--- config.mk ---
export PLATFORM = sky130hd
export DESIGN_NAME = life_automaton_row_step
export DESIGN_NICKNAME = d
export VERILOG_FILES = /design/src/hdl/lrs_pkg.sv /design/src/hdl/lrs_rule.sv /design/src/hdl/life_automaton_row_step.sv
export SDC_FILE = /design/constraint.sdc
export NUM_CORES = 2
export LEC_CHECK = 0
export BUFFER_PORTS_ARGS = -buffer_cell sky130_fd_sc_hd__buf_2
export CAP_MARGIN = 20
export CORE_AREA = 2 2 229 276
export DETAILED_ROUTE_END_ITERATION = 7
export DIE_AREA = 0 0 231 278
export HOLD_SLACK_MARGIN = 0.06
export PLACE_DENSITY = 0.85
export SLEW_MARGIN = 20
export SYNTH_ARGS = -nofsm -noshare
export SYNTH_HDL_FRONTEND = slang
export SYNTH_SLANG_ARGS = --single-unit
--- constraint.sdc ---
create_clock -name clk -period 18.9 [get_ports clk]
set_clock_uncertainty 0.2 [all_clocks]
set_input_delay 2.835 -clock clk [delete_from_list [all_inputs] [get_ports clk]]
set_output_delay 2.835 -clock clk [all_outputs]
set_load 0.005 [all_outputs]
--- src/hdl/lrs_pkg.sv ---
// Shared types and constants for the life automaton row stepper.
`timescale 1ns / 1ps

package lrs_pkg;

    // Width of every row mask on the ports.
    localparam int ROW_W = 64;

    // Width of the active column count register.
    localparam int COLCNT_W = 7;

    // Reset value of the active column count.
    localparam logic [COLCNT_W-1:0] COLCNT_RESET = 7'd64;

    // Neighbor count width: eight neighbors need four bits.
    localparam int NCNT_W = 4;

    // Neighbor counts of the B3/S23 rule.
    localparam logic [NCNT_W-1:0] BIRTH_COUNT = 4'd3;
    localparam logic [NCNT_W-1:0] STAY_COUNT  = 4'd2;

    typedef logic [ROW_W-1:0] row_t;

endpackage

--- src/hdl/lrs_rule.sv ---
// Per-column next-generation logic for one grid row.
`timescale 1ns / 1ps

module lrs_rule #(
    parameter int COLS = 64
) (
    input  logic [COLS-1:0] up,
    input  logic [COLS-1:0] mid,
    input  logic [COLS-1:0] sup,
    input  logic [COLS-1:0] low,
    output logic [COLS-1:0] nxt_alive,
    output logic [COLS-1:0] nxt_super,
    output logic [COLS-1:0] corrupt
);

    // Zero padding on both sides stands for the dead cells beyond the edges.
    logic [COLS+1:0] up_pad;
    logic [COLS+1:0] mid_pad;
    logic [COLS+1:0] low_pad;

    assign up_pad  = {1'b0, up, 1'b0};
    assign mid_pad = {1'b0, mid, 1'b0};
    assign low_pad = {1'b0, low, 1'b0};

    for (genvar c = 0; c < COLS; c++) begin : g_lane
        logic [lrs_pkg::NCNT_W-1:0] ncnt;
        logic                       keep;

        always_comb
        begin
            ncnt = lrs_pkg::NCNT_W'(up_pad[c])  + lrs_pkg::NCNT_W'(up_pad[c+1])
                 + lrs_pkg::NCNT_W'(up_pad[c+2]) + lrs_pkg::NCNT_W'(mid_pad[c])
                 + lrs_pkg::NCNT_W'(mid_pad[c+2]) + lrs_pkg::NCNT_W'(low_pad[c])
                 + lrs_pkg::NCNT_W'(low_pad[c+1]) + lrs_pkg::NCNT_W'(low_pad[c+2]);
            keep = (ncnt == lrs_pkg::STAY_COUNT) || (ncnt == lrs_pkg::BIRTH_COUNT);
            if (mid[c])
            begin
                // A super cell that would die stays alive but loses super.
                nxt_alive[c] = keep | sup[c];
                nxt_super[c] = keep & sup[c];
            end
            else
            begin
                nxt_alive[c] = (ncnt == lrs_pkg::BIRTH_COUNT);
                nxt_super[c] = 1'b0;
            end
        end
    end

    assign corrupt = ~mid & sup;

endmodule

--- src/hdl/life_automaton_row_step.sv ---
// Top level of the life automaton row stepper (B3/S23 with super cells).
`timescale 1ns / 1ps

// Channel   Signals                                        Direction
// input     in_valid, in_stall, alive_row, super_row,      in (in_stall out)
//           final_row
// output    out_valid, out_stall, next_alive, next_super,  out (out_stall in)
//           corrupt_mask, grid_done
// config    cfg_write_en, cfg_write_data                   in
//
// An accepted row is registered in the input register; the result that it
// completes is written from there to the output register. One row is taken
// per cycle unless the output register is stalled or a bottom row that closes
// a running window takes its second step; such a row yields two results. Reset
// empties the window and sets the active column count to 64. A stalled output
// holds its transaction while the input register absorbs one more row.

module life_automaton_row_step #(
    parameter int MAX_COLUMNS = 64
) (
    input  logic                         clk,
    input  logic                         rst_n,
    input  logic                         in_valid,
    output logic                         in_stall,
    input  logic [lrs_pkg::ROW_W-1:0]    alive_row,
    input  logic [lrs_pkg::ROW_W-1:0]    super_row,
    input  logic                         final_row,
    output logic                         out_valid,
    input  logic                         out_stall,
    output logic [lrs_pkg::ROW_W-1:0]    next_alive,
    output logic [lrs_pkg::ROW_W-1:0]    next_super,
    output logic [lrs_pkg::ROW_W-1:0]    corrupt_mask,
    output logic                         grid_done,
    input  logic                         cfg_write_en,
    input  logic [lrs_pkg::COLCNT_W-1:0] cfg_write_data
);

    // Configuration register.
    logic [lrs_pkg::COLCNT_W-1:0] active_columns_reg;

    // Input register.
    logic             in_valid_reg;
    lrs_pkg::row_t    alive_reg;
    lrs_pkg::row_t    super_reg;
    logic             final_reg;

    // Row window: the row above and the row being completed.
    logic                   held_reg;
    logic                   held_next;
    logic                   tail_reg;
    logic                   tail_next;
    logic [MAX_COLUMNS-1:0] upper_reg;
    logic [MAX_COLUMNS-1:0] upper_next;
    logic [MAX_COLUMNS-1:0] middle_reg;
    logic [MAX_COLUMNS-1:0] middle_next;
    logic [MAX_COLUMNS-1:0] msuper_reg;
    logic [MAX_COLUMNS-1:0] msuper_next;

    // Output register.
    logic             out_valid_reg;
    logic             out_valid_next;
    lrs_pkg::row_t    next_alive_reg;
    lrs_pkg::row_t    next_super_reg;
    lrs_pkg::row_t    corrupt_reg;
    logic             grid_done_reg;

    logic [MAX_COLUMNS-1:0] col_mask;
    logic [MAX_COLUMNS-1:0] in_alive_m;
    logic [MAX_COLUMNS-1:0] in_super_m;
    logic [MAX_COLUMNS-1:0] sel_up;
    logic [MAX_COLUMNS-1:0] sel_mid;
    logic [MAX_COLUMNS-1:0] sel_sup;
    logic [MAX_COLUMNS-1:0] sel_low;
    logic                   sel_done;
    logic [MAX_COLUMNS-1:0] rule_alive;
    logic [MAX_COLUMNS-1:0] rule_super;
    logic [MAX_COLUMNS-1:0] rule_corrupt;
    logic                   emit_needed;
    logic                   out_ready;
    logic                   step_go;
    logic                   consume;

    // Columns at or beyond the active count are outside the grid. A count of
    // zero still keeps column zero; lanes stop at MAX_COLUMNS.
    for (genvar c = 0; c < MAX_COLUMNS; c++) begin : g_mask
        assign col_mask[c] = (c == 0)
                           || (lrs_pkg::COLCNT_W'(c) < active_columns_reg);
    end

    assign in_alive_m = alive_reg[MAX_COLUMNS-1:0] & col_mask;
    assign in_super_m = super_reg[MAX_COLUMNS-1:0] & col_mask;

    // A row that only fills an empty window produces nothing.
    assign emit_needed = in_valid_reg && (held_reg || final_reg);
    assign out_ready   = !out_valid_reg || !out_stall;
    assign step_go     = in_valid_reg && (!emit_needed || out_ready);
    // A bottom row closing a running window takes a second step for itself.
    assign consume     = step_go && !(held_reg && !tail_reg && final_reg);
    assign in_stall    = in_valid_reg && !consume;

    // Pick the three rows for the rule and update the window.
    always_comb
    begin
        sel_up      = '0;
        sel_mid     = in_alive_m;
        sel_sup     = in_super_m;
        sel_low     = '0;
        sel_done    = 1'b1;
        held_next   = held_reg;
        tail_next   = tail_reg;
        upper_next  = upper_reg;
        middle_next = middle_reg;
        msuper_next = msuper_reg;
        if (tail_reg)
        begin
            // Second result of a bottom row: the row below is dead.
            sel_up   = upper_reg & col_mask;
            sel_mid  = middle_reg & col_mask;
            sel_sup  = msuper_reg & col_mask;
        end
        else if (held_reg)
        begin
            sel_up   = upper_reg & col_mask;
            sel_mid  = middle_reg & col_mask;
            sel_sup  = msuper_reg & col_mask;
            sel_low  = in_alive_m;
            sel_done = 1'b0;
        end

        if (step_go)
        begin
            if (tail_reg || (!held_reg && final_reg))
            begin
                held_next   = 1'b0;
                tail_next   = 1'b0;
                upper_next  = '0;
                middle_next = '0;
                msuper_next = '0;
            end
            else
            begin
                held_next   = 1'b1;
                tail_next   = held_reg && final_reg;
                upper_next  = held_reg ? middle_reg : '0;
                middle_next = in_alive_m;
                msuper_next = in_super_m;
            end
        end
    end

    lrs_rule #(
        .COLS (MAX_COLUMNS)
    ) u_rule (
        .up        (sel_up),
        .mid       (sel_mid),
        .sup       (sel_sup),
        .low       (sel_low),
        .nxt_alive (rule_alive),
        .nxt_super (rule_super),
        .corrupt   (rule_corrupt)
    );

    always_comb
    begin
        out_valid_next = out_valid_reg;
        if (step_go && emit_needed)
        begin
            out_valid_next = 1'b1;
        end
        else if (!out_stall)
        begin
            out_valid_next = 1'b0;
        end
    end

    // Control state.
    always_ff @(posedge clk or negedge rst_n)
    begin
        if (!rst_n)
        begin
            active_columns_reg <= lrs_pkg::COLCNT_RESET;
            in_valid_reg       <= 1'b0;
            held_reg           <= 1'b0;
            tail_reg           <= 1'b0;
            upper_reg          <= '0;
            middle_reg         <= '0;
            msuper_reg         <= '0;
            out_valid_reg      <= 1'b0;
        end
        else
        begin
            if (cfg_write_en)
            begin
                active_columns_reg <= cfg_write_data;
            end
            if (!in_stall)
            begin
                in_valid_reg <= in_valid;
            end
            held_reg      <= held_next;
            tail_reg      <= tail_next;
            upper_reg     <= upper_next;
            middle_reg    <= middle_next;
            msuper_reg    <= msuper_next;
            out_valid_reg <= out_valid_next;
        end
    end

    // Payload registers. A birth just past the active width is outside the
    // grid, so the alive row is masked once more before it is stored.
    always_ff @(posedge clk)
    begin
        if (in_valid && !in_stall)
        begin
            alive_reg <= alive_row;
            super_reg <= super_row;
            final_reg <= final_row;
        end
        if (step_go && emit_needed)
        begin
            next_alive_reg <= lrs_pkg::ROW_W'(rule_alive & col_mask);
            next_super_reg <= lrs_pkg::ROW_W'(rule_super);
            corrupt_reg    <= lrs_pkg::ROW_W'(rule_corrupt);
            grid_done_reg  <= sel_done;
        end
    end

    assign out_valid    = out_valid_reg;
    assign next_alive   = next_alive_reg;
    assign next_super   = next_super_reg;
    assign corrupt_mask = corrupt_reg;
    assign grid_done    = grid_done_reg;

    // The second step of a bottom row only happens inside a running window.
    a_tail_needs_window: assert property (@(posedge clk) disable iff (!rst_n)
        tail_reg |-> (held_reg && in_valid_reg && final_reg))
        else $error("tail step without a running window");

    // The input register only stalls while it holds a row.
    a_stall_only_full: assert property (@(posedge clk) disable iff (!rst_n)
        in_stall |-> in_valid_reg)
        else $error("input stalled while empty");

    // A finished bottom row leaves the window empty.
    a_final_clears: assert property (@(posedge clk) disable iff (!rst_n)
        (consume && final_reg) |=> (!held_reg && !tail_reg))
        else $error("window not cleared after bottom row");

    // A result held back by the sink is not dropped.
    a_out_hold: assert property (@(posedge clk) disable iff (!rst_n)
        (out_valid_reg && out_stall) |=> out_valid_reg)
        else $error("stalled result dropped");

    // A result is only written when the output register can take it.
    a_no_overwrite: assert property (@(posedge clk) disable iff (!rst_n)
        (step_go && emit_needed) |-> out_ready)
        else $error("result register overwritten");

endmodule
==> flow_summary.ini <==
[status]
outcome = finished, final reports clean

[timing]
final_hold_viol_count = 0
relSlewSlack_pct = 29.0
tns_ns = 0
rsz0062_at_grt = no
final-max-slew-violation-count = 0
tightest_slew_ns = 1.07
min_period_ns = 7.53
final.period_utilization_pct = 39.8
finalSetupViolCount = 0
clock.fmax_mhz = 133

[layout]
layout-drive-gt1-share_pct = 17.8
layout_common_cells = inv_1 (433), buf_2 (334), edfxtp_1 (322)
areaGrowthSynthToFinish_pct = 13.2
fin_util_pct = 63.0
layout.nets = 3976
fill_cells = 4627
layout_commonest_cell = inv_1

[setup_path]
startpoint_type = input port
worst_r2r_path_depth = 18
crit_type = in -> out
cpPeakStageDelay_ns = 0.69
cp-end-kind = output port
cp_slowest_cell = buf_4
crit_path_cell_trace = buf_2 -> nand2_1 -> o21ai_4 -> buf_4 -> o21ai_0 -> inv_1 -> buf_2
required_ns = 15.87
r2r_setup_slack_ns = 12.73
crit_fanout = 79
regToRegEndpoint = next_alive[54]
reg2reg_from = held_reg
crit_top_cell = buf_2
arrival_ns = 4.49

[clocking]
cts_buffers = 55
cts_resized = 0
clk_path_buf_depth = 3
cts_tree = yes
cts-root-buf = clkbuf_16
cts_sinks = 525
clk_pin_slew_ns = 0.07
post-cts-setup-buffers = 0
ctsHtreeMaxLevel = 2
clkLatencyLatePin_ns = 0.62
cts-hold-fix-buffers = 0

[placed_design]
hpwl_mm = 64.6
place_congestion = 0.890
portBuffers = 335

[global_route]
grt_util_all_layers_pct = 29.0
grt_overflow = 0
antenna_found_initial = 3
grt_pass1_wl_mm = 144
grt_pass1_vias = 26641
grt_start_max_net_pins = 132

[route]
wl_per_cell_um = 21.8
antenna_left = 0
viasPerCell = 5.98
finalWirelength_mm = 92.9
drt-initial-drc-count = 2151
drtPass1Iterations = 6
drcViolationCount = 0
via_count = 25466

[floorplan]
initial_core_util_pct = 55.7
die_h_um = 278
die_w_um = 231
dieArea_um2 = 64200
num_io_pins = 336
core_area_um2 = 61600
rows = 100

[pwr]
p_leak_nw = 19.0
power.density_nw_per_um2 = 170
vdd_drop_max_mv = 0.278

[logic_synthesis]
yosys_warnings = 0
netlist.top_cell.by_area = edfxtp_1
synth_nets = 3666
synth-edff-count = 322
synth.avg_cell_area_um2 = 11.1
synth_seq_area_share_pct = 43.0
synthTopCellsByArea = edfxtp_1 (28%), dfrtp_1 (15%), fa_1 (12%)
syn_area_um2 = 34300
synthCells = 3083
synth_ff_type = edfxtp_1
async_flop_share_pct = 38.7
ys_types = 74
synth_top_area_share_pct = 28.2
synth_seq_cells = 525

[hold_path]
hold_path.class = reg -> reg
min_path_cells = 2
min_to = upper_reg[41]
min_from = upper_reg[41]

[run]
cap_violations = 0
-- Yosys cell counts, types with 11 or more instances --
| library cell | number |
|---|---|
| buf_4 | 11 |
| nor2_1 | 100 |
| nand3b_1 | 13 |
| clkbuf_1 | 53 |
| and2_1 | 32 |
| and3_1 | 99 |
| nor3_1 | 60 |
| dfrtp_1 | 202 |
| nand2_1 | 261 |
| a21oi_1 | 44 |
| o21ai_1 | 14 |
| o22ai_1 | 24 |
| or2_2 | 31 |
| a211oi_1 | 32 |
| nor3b_1 | 42 |
| nand2b_1 | 34 |
| edfxtp_1 | 322 |
| o21ai_0 | 120 |
| a32o_1 | 116 |
| fa_1 | 202 |
| nor4b_1 | 12 |
| ha_1 | 240 |
| buf_2 | 40 |
| nand3_1 | 106 |
| a21o_1 | 79 |
| mux2_2 | 60 |
| inv_1 | 433 |
| xor2_1 | 51 |
| mux2i_1 | 94 |
| a22o_1 | 14 |
-- how the worst max path moves through the flow --
stage | end | depth (start not counted) | slack, ns | from
3_5_place_dp | in_stall | 7 | 11.39 | out_stall
5_1_grt | in_stall | 7 | 11.25 | out_stall
6_report | in_stall | 7 | 11.37 | out_stall
3_3_place_gp | in_stall | 7 | 11.44 | out_stall
4_1_cts | in_stall | 7 | 11.36 | out_stall
2_1_floorplan | corrupt_mask[0] | 1 | 5.77 | out_stall
-- area by class of cell --
class	instances	area (um2)	area share, %
Antenna cell	3	7.51	0.0194
Inverter	433	1630	4.19
Tap cell	816	1020	2.63
Sequential cell	525	14800	38.0
Clock buffer	64	1470	3.80
Multi-Input combinational cell	2010	17400	44.8
Timing Repair Buffer	368	1950	5.03
Clock inverter	39	566	1.46
-- worst max-delay path, delay by kind of cell --
kind	cells	cell delay, ns
buf+inv	4	1.03
compound gates	2	0.49
simple gates	1	0.11
-- metrics by stage --
step	instance area [um2]	hold WS (ns)	worst slack, ns	power (mW)	cells
floorplan	34300	0.242	5.77	4.32	3083
global placement	36700	0.255	11.44	5.13	4152
detailed placement	36700	0.267	11.39	5.29	4152
CTS	38800	0.282	11.36	6.59	4255
global route	38800	0.300	11.25	7.08	4256
finish	38800	0.279	11.37	6.59	4258
-- kinds of logic after synthesis --
group,after synthesis,share of synthesized area (%)
flip-flops,525,43.0
buffers and inverters,548,6.34
multiplexers,154,4.72
adder cells (fa/ha/maj),442,20.6
AND/OR/NAND/NOR,834,12.7
XOR/XNOR,51,1.30
AO/OA/AOI/OAI,529,11.4
-- per-layer routing --
metal,part of all wire (%),vias to the layer above,wire length [um],global-route usage (%)
met2,51,1040,47200,50.7
met4,4.3,2,4020,13.0
li1,-,11480,-,-
met3,6.1,248,5630,3.76
met5,0.014,-,13,0
met1,39,12696,36000,35.8
-- power breakdown --
part / leakage, nW / internal (mW) / switching (mW)
Sequential: 5.83 / 1.74 / 0.233
Clock: 0.970 / 0.729 / 0.497
Combinational: 12.2 / 1.31 / 2.08
Power figures use the tool's default switching activity.
